## src/hw/rtl/tpd_pkg.sv

```systemverilog
// Package for the TSPLIB point distance block: defaults, field widths,
// the metric code and the control word that travels down the pipeline.
// No dependencies.
`default_nettype none

package tpd_pkg;

    localparam int COORD_BITS_DEF    = 24;
    localparam int FRACTION_BITS_DEF = 8;
    localparam int DIST_BITS         = 17;
    localparam int OUT_TDATA_BITS    = 24;

    typedef enum logic {
        METRIC_EUC_2D = 1'b0,
        METRIC_ATT    = 1'b1
    } tpd_metric_t;

    typedef struct packed {
        logic        valid;
        tpd_metric_t metric;
        logic        zero;
    } tpd_ctrl_t;

endpackage

`default_nettype wire

```

## src/hw/rtl/tpd_prep.sv

```systemverilog
// Front end of the distance pipeline: absolute differences, squares and the
// operand handed to the root chain, in three registered stages.
// Depends on tpd_pkg.
`default_nettype none

module tpd_prep
    import tpd_pkg::*;
#(
    parameter int COORD_BITS    = COORD_BITS_DEF,
    parameter int FRACTION_BITS = FRACTION_BITS_DEF
) (
    input  wire logic                        aclk,
    input  wire logic                        aresetn,
    input  wire logic                        advance,
    input  wire tpd_ctrl_t                   ctrl_in,
    input  wire logic [COORD_BITS-1:0]       first_x,
    input  wire logic [COORD_BITS-1:0]       first_y,
    input  wire logic [COORD_BITS-1:0]       second_x,
    input  wire logic [COORD_BITS-1:0]       second_y,
    output tpd_ctrl_t                        ctrl_out,
    output logic      [2*COORD_BITS+2:0]     n_out
);

    localparam int C  = COORD_BITS;
    localparam int DW = C + 1;
    localparam int SW = 2 * C + 1;
    localparam int RW = 2 * C + 3;
    localparam logic [SW-1:0] LOW_MASK = (SW'(1) << (2 * FRACTION_BITS)) - SW'(1);

    logic [DW-1:0]    diff_x;
    logic [DW-1:0]    diff_y;
    logic [C-1:0]     dx_reg, dx_next;
    logic [C-1:0]     dy_reg, dy_next;
    tpd_ctrl_t        ctrl1_reg, ctrl1_next;

    logic [2*C-1:0]   sqx_reg, sqx_next;
    logic [2*C-1:0]   sqy_reg, sqy_next;
    tpd_ctrl_t        ctrl2_reg, ctrl2_next;

    logic [SW-1:0]    sum;
    logic [SW-1:0]    att_hi;
    logic             low_nz;
    logic             sum_zero;
    logic [SW-1:0]    n_att;
    logic [RW-1:0]    n_reg, n_next;
    tpd_ctrl_t        ctrl3_reg, ctrl3_next;

    always_comb begin
        diff_x     = {first_x[C-1], first_x} - {second_x[C-1], second_x};
        diff_y     = {first_y[C-1], first_y} - {second_y[C-1], second_y};
        dx_next    = diff_x[C] ? C'(-diff_x) : diff_x[C-1:0];
        dy_next    = diff_y[C] ? C'(-diff_y) : diff_y[C-1:0];
        ctrl1_next = ctrl_in;
    end

    always_comb begin
        sqx_next   = dx_reg * dx_reg;
        sqy_next   = dy_reg * dy_reg;
        ctrl2_next = ctrl1_reg;
    end

    always_comb begin
        sum      = {1'b0, sqx_reg} + {1'b0, sqy_reg};
        sum_zero = (sum == '0);
        att_hi   = sum >> (2 * FRACTION_BITS);
        low_nz   = |(sum & LOW_MASK);
        n_att    = att_hi + SW'(low_nz) - SW'(1);
        if (ctrl2_reg.metric == METRIC_ATT) begin
            n_next = sum_zero ? '0 : RW'(n_att);
        end else begin
            n_next = {sum, 2'b00};
        end
        ctrl3_next        = ctrl2_reg;
        ctrl3_next.zero   = sum_zero;
    end

    always_ff @(posedge aclk) begin
        if (!aresetn) begin
            ctrl1_reg <= '0;
            ctrl2_reg <= '0;
            ctrl3_reg <= '0;
        end else if (advance) begin
            ctrl1_reg <= ctrl1_next;
            ctrl2_reg <= ctrl2_next;
            ctrl3_reg <= ctrl3_next;
        end
    end

    always_ff @(posedge aclk) begin
        if (advance) begin
            dx_reg  <= dx_next;
            dy_reg  <= dy_next;
            sqx_reg <= sqx_next;
            sqy_reg <= sqy_next;
            n_reg   <= n_next;
        end
    end

    assign ctrl_out = ctrl3_reg;
    assign n_out    = n_reg;

endmodule

`default_nettype wire

```

## config.mk

```make
export PLATFORM = sky130hd
export DESIGN_NAME = tpd_prep
export DESIGN_NICKNAME = d
export VERILOG_FILES = /design/src/hw/rtl/tpd_pkg.sv /design/src/hw/rtl/tpd_prep.sv
export SDC_FILE = /design/constraint.sdc
export NUM_CORES = 2
export LEC_CHECK = 0
export BUFFER_PORTS_ARGS = -buffer_cell sky130_fd_sc_hd__buf_4
export CORE_ASPECT_RATIO = 1.4
export CORE_MARGIN = 4
export CORE_UTILIZATION = 45
export CTS_CLUSTER_DIAMETER = 200
export CTS_CLUSTER_SIZE = 14
export DETAILED_ROUTE_END_ITERATION = 10
export GPL_ROUTABILITY_DRIVEN = 0
export SYNTH_ARGS = -nofsm -noshare
export SYNTH_HDL_FRONTEND = slang
export SYNTH_SLANG_ARGS = --single-unit
```

## constraint.sdc

```tcl
create_clock -name aclk -period 8.71 [get_ports aclk]
set_input_delay 1.3065 -clock aclk [delete_from_list [all_inputs] [get_ports aclk]]
set_output_delay 1.3065 -clock aclk [all_outputs]
set_load 0.05 [all_outputs]
```

==> flow_summary.json <==
{
  "status": "finished, final reports clean",
  "cts_made_buffers": 17,
  "dr.first_iter.drc_count": 1741,
  "utilization_pct": 49.3,
  "coreArea_um2": 101000,
  "clk_latency_ns": 0.49,
  "syn_to_final_growth_pct": 8.24,
  "hold_buffers": 0,
  "largest_reg_flops": 51,
  "crit_fanout": 13,
  "fillers": 9660,
  "start_kind": "flip-flop",
  "fin_area_um2": 49900,
  "post_drt_wl_per_cell_um": 16.5,
  "cts_root_buf": "clkbuf_16",
  "nNetsFinal": 6529,
  "drc": 0,
  "grt_usage_pct": 20.6,
  "final_cells": 6470,
  "synth_flop_cell": "edfxtp_1",
  "max_cap_violations": 0,
  "netlist_area_um2": 46100,
  "final_max_slew_viol_count": 0,
  "fp.dieW_um": 279,
  "grt_max_degree": 74,
  "io_pins": 156,
  "clkSlewWorstSetupHoldPaths_ns": 0.10,
  "syn_area_per_cell_um2": 9.24,
  "min_period_over_period_pct": 94.3,
  "holdPathStages": 2,
  "placementRows": 138,
  "ys_seq_area_share_pct": 12.9,
  "synth_edf_count": 193,
  "required_ns": 8.95,
  "ant_nets": 0,
  "tritoncts": "yes",
  "final_hold_viol_count": 0,
  "die_area_um2": 108000,
  "grt_pass1_vias": 35840,
  "async_flop_share_pct": 0,
  "layout-drive-gt1-share_pct": 6.46,
  "worstPathArrival_ns": 8.45,
  "grt_overflow_total": 0,
  "vias": 33062,
  "antenna_cells": 0,
  "dr.pass1.iters": 6,
  "layout_min_cycle_time_ns": 8.22,
  "slew_headroom_pct": 28.7,
  "final_common_cell": "inv_1",
  "viasPerCell": 5.11,
  "max_freq_ghz": 0.122,
  "rsz0062_at_grt": "no",
  "rrSetupSlack_ns": 0.49,
  "dpl.hpwl_um": 92900,
  "finalSetupViolCount": 0,
  "cts-htree-levels": 4,
  "worstMarginPinSlew_ns": 1.07,
  "antenna_found_initial": 0,
  "hp-class": "reg -> reg",
  "drt-total-wl_um": 107000,
  "port_buffers": 154,
  "clock_sinks": 200,
  "synth_cell_types": 94,
  "placed_cells": 6427,
  "ys_seq_elements": 200,
  "dieHeight_um": 387,
  "grt_first_pass_wirelength_um": 181000,
  "worstSetupEndpointType": "flip-flop",
  "placed_cell_area_um2": 49100,
  "synthCells": 4991,
  "initial_core_util_pct": 45.5,
  "fin_skew_ns": 0.0235,
  "final_cell_mix": "inv_1, fa_1, ha_1",
  "ys.warnings.count": 0,
  "synthesis.nets": 6393,
  "timing.setup.tns_ns": 0,
  "ctsLongestPathBuffers": 2,
  "r2r_cells": 27,
  "path_class": "reg -> reg"
}
layer usage:
| metal | up-vias | global-route usage [%] | wire [um] |
|---|---|---|---|
| li1 | 15723 | - | - |
| met1 | 16520 | 25.1 | 43000 |
| met2 | 651 | 38.6 | 56900 |
| met3 | 168 | 1.65 | 3380 |
| met4 | 0 | 6.56 | 3780 |
| met5 | - | 0 | 0 |
cell usage after synthesis (all sizes together) (25+ instances only):
| cell type | n | area (um2) |
|---|---|---|
| a21o | 78 | 586 |
| a21oi | 182 | 911 |
| a31oi | 25 | 156 |
| and2 | 238 | 1490 |
| clkbuf | 124 | 465 |
| edfxtp | 193 | 5800 |
| fa | 847 | 17000 |
| ha | 453 | 5670 |
| inv | 1310 | 4920 |
| nand2 | 436 | 1640 |
| nand3 | 49 | 258 |
| nor2 | 195 | 732 |
| nor2b | 39 | 244 |
| nor3 | 39 | 205 |
| o21a | 29 | 219 |
| o21ai | 119 | 596 |
| o21bai | 27 | 203 |
| xnor2 | 145 | 1270 |
| xor2 | 96 | 841 |
logic make-up after synthesis:
family          after synthesis  share of synthesized area (%)
xor+xnor                    241                           4.58
flops                       200                           12.9
compound gates              615                           8.70
simple gates               1164                           12.5
buf+inv                    1448                           11.8
fa+ha+maj                  1300                           49.0
mux                          23                          0.513
critical path, cell delays in order (launching register included):
cell      delay, ns
edfxtp_1       0.71
buf_4          0.33
nand2_1        0.10
fa_1           0.59
inv_1          0.07
fa_1           0.53
inv_1          0.06
fa_1           0.52
inv_1          0.05
fa_1           0.40
fa_1           0.48
fa_1           0.55
inv_1          0.05
fa_1           0.47
inv_1          0.04
ha_1           0.35
and3_1         0.19
a211oi_1       0.21
o31a_1         0.24
o211ai_1       0.21
a41o_1         0.34
a21o_1         0.22
a211oi_1       0.23
buf_4          0.17
o21ai_0        0.18
a311o_1        0.40
a21oi_1        0.18
xnor2_1        0.09
path summary, 6_finish.rpt:
kind / start / end
worst max-delay path: dx_reg[2] / sqx_reg[46]
worst min register to register: ctrl1_reg[2] / ctrl1_reg[2]
worst max register to register: dx_reg[2] / sqx_reg[46]
worst min-delay path: ctrl1_reg[2] / ctrl1_reg[2]
metrics by stage:
| stage | setup WS [ns] | hold WS, ns |
|---|---|---|
| final | 0.493 | 0.527 |
| after floorplan | 0.912 | 0.482 |
| after global routing | 0.0530 | 0.583 |
| after detailed placement | 0.438 | 0.509 |
| after global placement | 0.459 | 0.500 |
| after CTS | 0.391 | 0.531 |
layout make-up:
cell class | instances | area, um2 | share of cell area [%]
well taps | 1330 | 1660 | 3.33
clock inverters | 15 | 239 | 0.479
clock buffers | 17 | 425 | 0.852
flip-flops and latches | 200 | 5940 | 11.9
inverters | 1310 | 4920 | 9.85
repair buffers | 255 | 2000 | 4.00
multi-input cells | 3343 | 34800 | 69.6
repair_timing:
action | CTS | global route
setup buffers | 0 | 11
endpoints found under the setup margin | 0 | 3
gates resized for setup | 0 | 2
Power is not shown: default switching activity piles up to over one toggle a cycle in this logic, so the estimate is an artifact.
