`src/hw/rtl/tpd_pkg.sv`:
```
// Package for the TSPLIB point distance block: defaults, field widths,
// the metric code and the control word that travels down the pipeline.
// No dependencies.
`default_nettype none

package tpd_pkg;

    localparam int COORD_BITS_DEF    = 24;
    localparam int FRACTION_BITS_DEF = 8;
    localparam int DIST_BITS         = 17;
    localparam int OUT_TDATA_BITS    = 24;

    typedef enum logic {
        METRIC_EUC_2D = 1'b0,
        METRIC_ATT    = 1'b1
    } tpd_metric_t;

    typedef struct packed {
        logic        valid;
        tpd_metric_t metric;
        logic        zero;
    } tpd_ctrl_t;

endpackage

`default_nettype wire

```
`src/hw/rtl/tpd_root_cell.sv`:
```
// One cell of the square root chain: decides one root bit, largest t with
// K*t*t not above the operand, where K is 1 for EUC_2D and 10 for ATT.
// Depends on tpd_pkg.
`default_nettype none

module tpd_root_cell
    import tpd_pkg::*;
#(
    parameter int RW  = 2 * COORD_BITS_DEF + 3,
    parameter int RB  = COORD_BITS_DEF + 2,
    parameter int TW  = 2 * COORD_BITS_DEF + 8,
    parameter int BIT = 0
) (
    input  wire logic             aclk,
    input  wire logic             aresetn,
    input  wire logic             advance,
    input  wire tpd_ctrl_t        ctrl_in,
    input  wire logic [RW-1:0]    r_in,
    input  wire logic [RB-1:0]    t_in,
    output tpd_ctrl_t             ctrl_out,
    output logic      [RW-1:0]    r_out,
    output logic      [RB-1:0]    t_out
);

    logic [TW-1:0] term;
    logic [TW-1:0] scaled;
    logic          take;
    tpd_ctrl_t     ctrl_reg, ctrl_next;
    logic [RW-1:0] r_reg, r_next;
    logic [RB-1:0] t_reg, t_next;

    always_comb begin
        term = (TW'(t_in) << (BIT + 1)) + (TW'(1) << (2 * BIT));
        if (ctrl_in.metric == METRIC_ATT) begin
            scaled = (term << 3) + (term << 1);
        end else begin
            scaled = term;
        end
        take      = (scaled <= TW'(r_in));
        r_next    = take ? (r_in - RW'(scaled)) : r_in;
        t_next    = take ? (t_in | (RB'(1) << BIT)) : t_in;
        ctrl_next = ctrl_in;
    end

    always_ff @(posedge aclk) begin
        if (!aresetn) begin
            ctrl_reg <= '0;
        end else if (advance) begin
            ctrl_reg <= ctrl_next;
        end
    end

    always_ff @(posedge aclk) begin
        if (advance) begin
            r_reg <= r_next;
            t_reg <= t_next;
        end
    end

    assign ctrl_out = ctrl_reg;
    assign r_out    = r_reg;
    assign t_out    = t_reg;

endmodule

`default_nettype wire

```
`config.mk`:
```
export PLATFORM = sky130hd
export DESIGN_NAME = tpd_root_cell
export DESIGN_NICKNAME = d
export VERILOG_FILES = /design/src/hw/rtl/tpd_pkg.sv /design/src/hw/rtl/tpd_root_cell.sv
export SDC_FILE = /design/constraint.sdc
export NUM_CORES = 1
export LEC_CHECK = 0
export BUFFER_PORTS_ARGS = -buffer_cell sky130_fd_sc_hd__buf_2
export CORE_ASPECT_RATIO = 1.1
export CORE_UTILIZATION = 35
export CTS_BUF_LIST = sky130_fd_sc_hd__clkbuf_4 sky130_fd_sc_hd__clkbuf_8
export DETAILED_ROUTE_END_ITERATION = 10
export GPL_TIMING_DRIVEN = 0
export PLACE_DENSITY = 0.61
export SYNTH_ARGS = -nofsm -noshare
export SYNTH_HDL_FRONTEND = slang
export SYNTH_SLANG_ARGS = --single-unit
```
`constraint.sdc`:
```
create_clock -name aclk -period 5.2 [get_ports aclk]
set_clock_uncertainty 0.2 [all_clocks]
set_input_delay 0.52 -clock aclk [delete_from_list [all_inputs] [get_ports aclk]]
set_output_delay 0.52 -clock aclk [all_outputs]
set_load 0.01 [all_outputs]
```
==> results_dict.tcl <==
set metrics [dict create \
    report.final.slew_viol_count 0 \
    number_of_clock_sinks 80 \
    yosys_warnings 0 \
    syn_to_final_growth_pct 30.1 \
    xor_xnor_share_of_the_synthesized_area_pct 7.49 \
    fp.dieH_um 155 \
    seq_power_share_pct 33.9 \
    stdcell_area_mm2 0.00974 \
    synth_enable_flop_cells 77 \
    worst_slack_ns 0.0841 \
    fp.coreArea_mm2 0.0208 \
    length_of_the_first_detailed_routing_pass_in_iterations 4 \
    relative_contribution_of_the_clock_network_to_total_power_pct 18.1 \
    placementRows 55 \
    grt_overflow_total 0 \
    finalSetupViolations 0 \
    worst_setup_path_start_kind "primary input" \
    critical_path.endpoint_type "flip-flop" \
    grt_antenna_before_repair 5 \
    worst_hold_path_type "primary input to flip-flop" \
    post-route-period-util_pct 98.4 \
    largest_family_of_logic_cells_by_synthesized_area "compound AO/OA/AOI/OAI gates" \
    totalNegativeSetupSlack_ns 0 \
    hpwlAfterDp_um 16400 \
    async_flop_share_pct 0 \
    final_common_cell "sky130_fd_sc_hd__buf_2" \
    fin_crit_ns 5.12 \
    yosys.area_share.simple_pct 13.5 \
    synthAdderAreaFrac_pct 14.9 \
    post_drt_wl_per_cell_um 16.1 \
    part_of_the_yosys_area_used_for_sequential_elements_pct 31.7 \
    yosys-top-cells-area "sky130_fd_sc_hd__edfxtp_1 (31%), sky130_fd_sc_hd__ha_1 (14%), sky130_fd_sc_hd__xnor2_1 (5.2%)" \
    syn_inst 803 \
    largest_incremental_delay_on_the_critical_path_ns 0.48 \
    hold_viol 0 \
    post-synth-top-area-cell "sky130_fd_sc_hd__edfxtp_1" \
    post_synth_num_cell_types 83 \
    yosys_most_used_dff "sky130_fd_sc_hd__edfxtp_1" \
    placement.setup.worst_slack_ns -0.952 \
    final_cell_mix "sky130_fd_sc_hd__buf_2 (160), sky130_fd_sc_hd__edfxtp_1 (77), sky130_fd_sc_hd__ha_1 (72)" \
    criticalPathCategory "primary input to flip-flop" \
    cts-root-buf "sky130_fd_sc_hd__clkbuf_8" \
    gpl.final_weighted_congestion 0.845 \
    avgSynthCellArea_um2 9.32 \
    dpl.cell_count 1251 \
    critical_path.max_fanout 8 \
    avgViaCountPerCell 5.13 \
    ff2ff_path_depth 2 \
    comb_power_share_pct 48.0 \
    synthesized_netlist_net_count 974 \
    cellInternalPower_mw 1.55 \
    initial_core_util_pct 36.0 \
    rsz0062_at_grt "yes" \
    power_mw 2.51 \
    port-buffer-count 162 \
    tritoncts "built" \
    synth_seq_cells 80 \
    post_synth_mux_area_share_pct 5.25 \
    placement.cell_area_mm2 0.00870 \
    mappedNetlistArea_mm2 0.00748 \
    route.final.wire_length_um 21200 \
    fmaxAchievable_mhz 195 \
    crit_arrival_ns 5.12 \
    compound_cell_area_share_of_the_yosys_netlist_pct 21.8 \
    cts.clk_slew.worst_paths_ns 0.10 \
    hold_path_depth 1 \
    detail_route_antenna_nets 0 \
    cts_made_buffers 9 \
    synth_top_area_share_pct 30.9 \
    leakagePower_nw 4.28 \
    grt_first_pass_wirelength_um 32300 \
    drv_cap 0 \
    floorplan.io_pins 163 \
    ordered_cell_list_for_the_critical_path "buf_4 > ha_4 > and3_4 > a221oi_4 > a21oi_4 > nor3b_4 > a211oi_4 > o21ai_0 > xor2_1 > mux2_2 > ha_1 > nand2_1 > o21ai_0 > o21ai_0 > nor2_1 > a211oi_2 > buf_4 > buf_4 > nor2_1 > nor3_1 > nor2_2 > mux2i_1" \
    tightest_slew_margin_relative_to_the_limit_pct 57.2 \
    grt.total_usage_pct 18.8 \
    die_width_um 141 \
    nets 1192 \
    cellPowerDensity_mw_per_mm2 258 \
    post_layout_nonfiller_instances 1313 \
    dr_total_vias 6737 \
    measured_slew_at_the_worst_slew_check_pin_ns 0.641 \
    clk_latency_ns 0.38 \
    floorplan.die_area_mm2 0.0220 \
    drc 0 \
    cp.required_ns 5.20 \
    power.switching_fraction_pct 38.3 \
    number_of_global_route_vias_before_repair 6355 \
    cpMaxStageDelayCell "sky130_fd_sc_hd__nor2_2" \
    status "finished, final reports clean" \
    cts-htree-levels 3 \
    peakVddDrop_mv 0.118 \
    clockBufferDepth 2 \
    detail_route.iter0.violations 306 \
    grt_max_degree 58 \
    post_cts_hold_fix_bufs 0 \
    switching_power_uw 961 \
    final_layout_size_suffix_gt1_share_pct 33.4 \
]
-- cell usage after synthesis (9+ instances only) --
| master | number |
|---|---|
| sky130_fd_sc_hd__clkbuf_1 | 9 |
| sky130_fd_sc_hd__nand3_1 | 11 |
| sky130_fd_sc_hd__a21oi_1 | 65 |
| sky130_fd_sc_hd__nor2b_1 | 10 |
| sky130_fd_sc_hd__xor2_1 | 20 |
| sky130_fd_sc_hd__nand4_1 | 11 |
| sky130_fd_sc_hd__nand2_1 | 56 |
| sky130_fd_sc_hd__o21a_1 | 10 |
| sky130_fd_sc_hd__nor2_1 | 41 |
| sky130_fd_sc_hd__ha_1 | 86 |
| sky130_fd_sc_hd__mux2_2 | 16 |
| sky130_fd_sc_hd__a31oi_1 | 9 |
| sky130_fd_sc_hd__o21ai_1 | 24 |
| sky130_fd_sc_hd__o21ai_0 | 37 |
| sky130_fd_sc_hd__buf_2 | 9 |
| sky130_fd_sc_hd__inv_1 | 74 |
| sky130_fd_sc_hd__xnor2_1 | 44 |
| sky130_fd_sc_hd__mux2i_1 | 19 |
| sky130_fd_sc_hd__edfxtp_1 | 77 |
| sky130_fd_sc_hd__a21o_1 | 35 |
-- cell families (layout without fill, tap and decap cells) --
group	Yosys count	count (layout)
AO/OA/AOI/OAI	245	245
AND/OR/NAND/NOR	193	193
buffers and inverters	96	319
adder cells (fa/ha/maj)	88	88
flip-flops	80	80
XOR/XNOR	64	64
multiplexers	37	37
other	0	2
-- power by group through the flow --
| stage | combinational, mW | clock, mW | sequential, mW |
|---|---|---|---|
| after global placement | 1.03 | 0 | 0.867 |
| after global routing | 1.32 | 0.490 | 0.860 |
| after floorplan | 0.649 | 0 | 0.925 |
| final | 1.21 | 0.455 | 0.850 |
| after CTS | 1.10 | 0.470 | 0.852 |
| after detailed placement | 1.03 | 0 | 0.867 |
-- stage by stage --
step | hold WS [ns] | utilization [%]
final | 0.141 | 46.8
after global routing | 0.130 | 46.8
after CTS | 0.153 | 44.3
after detailed placement | 0.306 | 41.8
after global placement | 0.294 | 41.7
after floorplan | 0.338 | -
-- metal layers --
layer | wire length (um) | track usage (%)
met1 | 9630 | 23.9
met2 | 10300 | 32.2
met3 | 972 | 3.91
met4 | 249 | 5.12
met5 | 39 | 0
-- final timing paths --
check | from | end | slack (ns)
min reg2reg | ctrl_out[1] | ctrl_out[1] | 0.32
min | t_in[2] | t_out[2] | 0.14
max reg2reg | ctrl_out[0] | ctrl_out[0] | 4.40
max | t_in[3] | r_out[22] | 0.08
-- repair_timing --
item	4_1_cts	5_1_grt
setup endpoints to repair	51	51
pin swaps	26	49
gates resized for setup	41	75
endpoints found under the hold margin	0	0
cloned	0	0
buffers inserted	24	21
-- worst max-delay path, delay by kind of cell --
| family | cells | cell delay (ns) |
|---|---|---|
| muxes | 2 | 0.65 |
| and+or+nand+nor | 7 | 1.30 |
| xor gates and xnor gates | 1 | 0.16 |
| adders and majority gates | 2 | 0.67 |
| AOI/OAI and AO/OA | 7 | 1.38 |
| buffers and inverters | 3 | 0.42 |
-- state kept, by name, summed over array words and instances, names as in the netlist --
name      flops
r_out        51
t_out        26
ctrl_out      3
-- cell type report --
type                    instances  area (um^2)
inverters                      74          283
flip-flops and latches         80         2370
repair buffers                208         1230
well taps                     285          357
plain buffers                  21          143
fillers                      2036        11000
clock buffers                   9          124
diodes                          2         5.00
clock inverters                 7         53.8
multi-input cells             627         5170
Note: power is estimated with default switching activity, not from simulation.
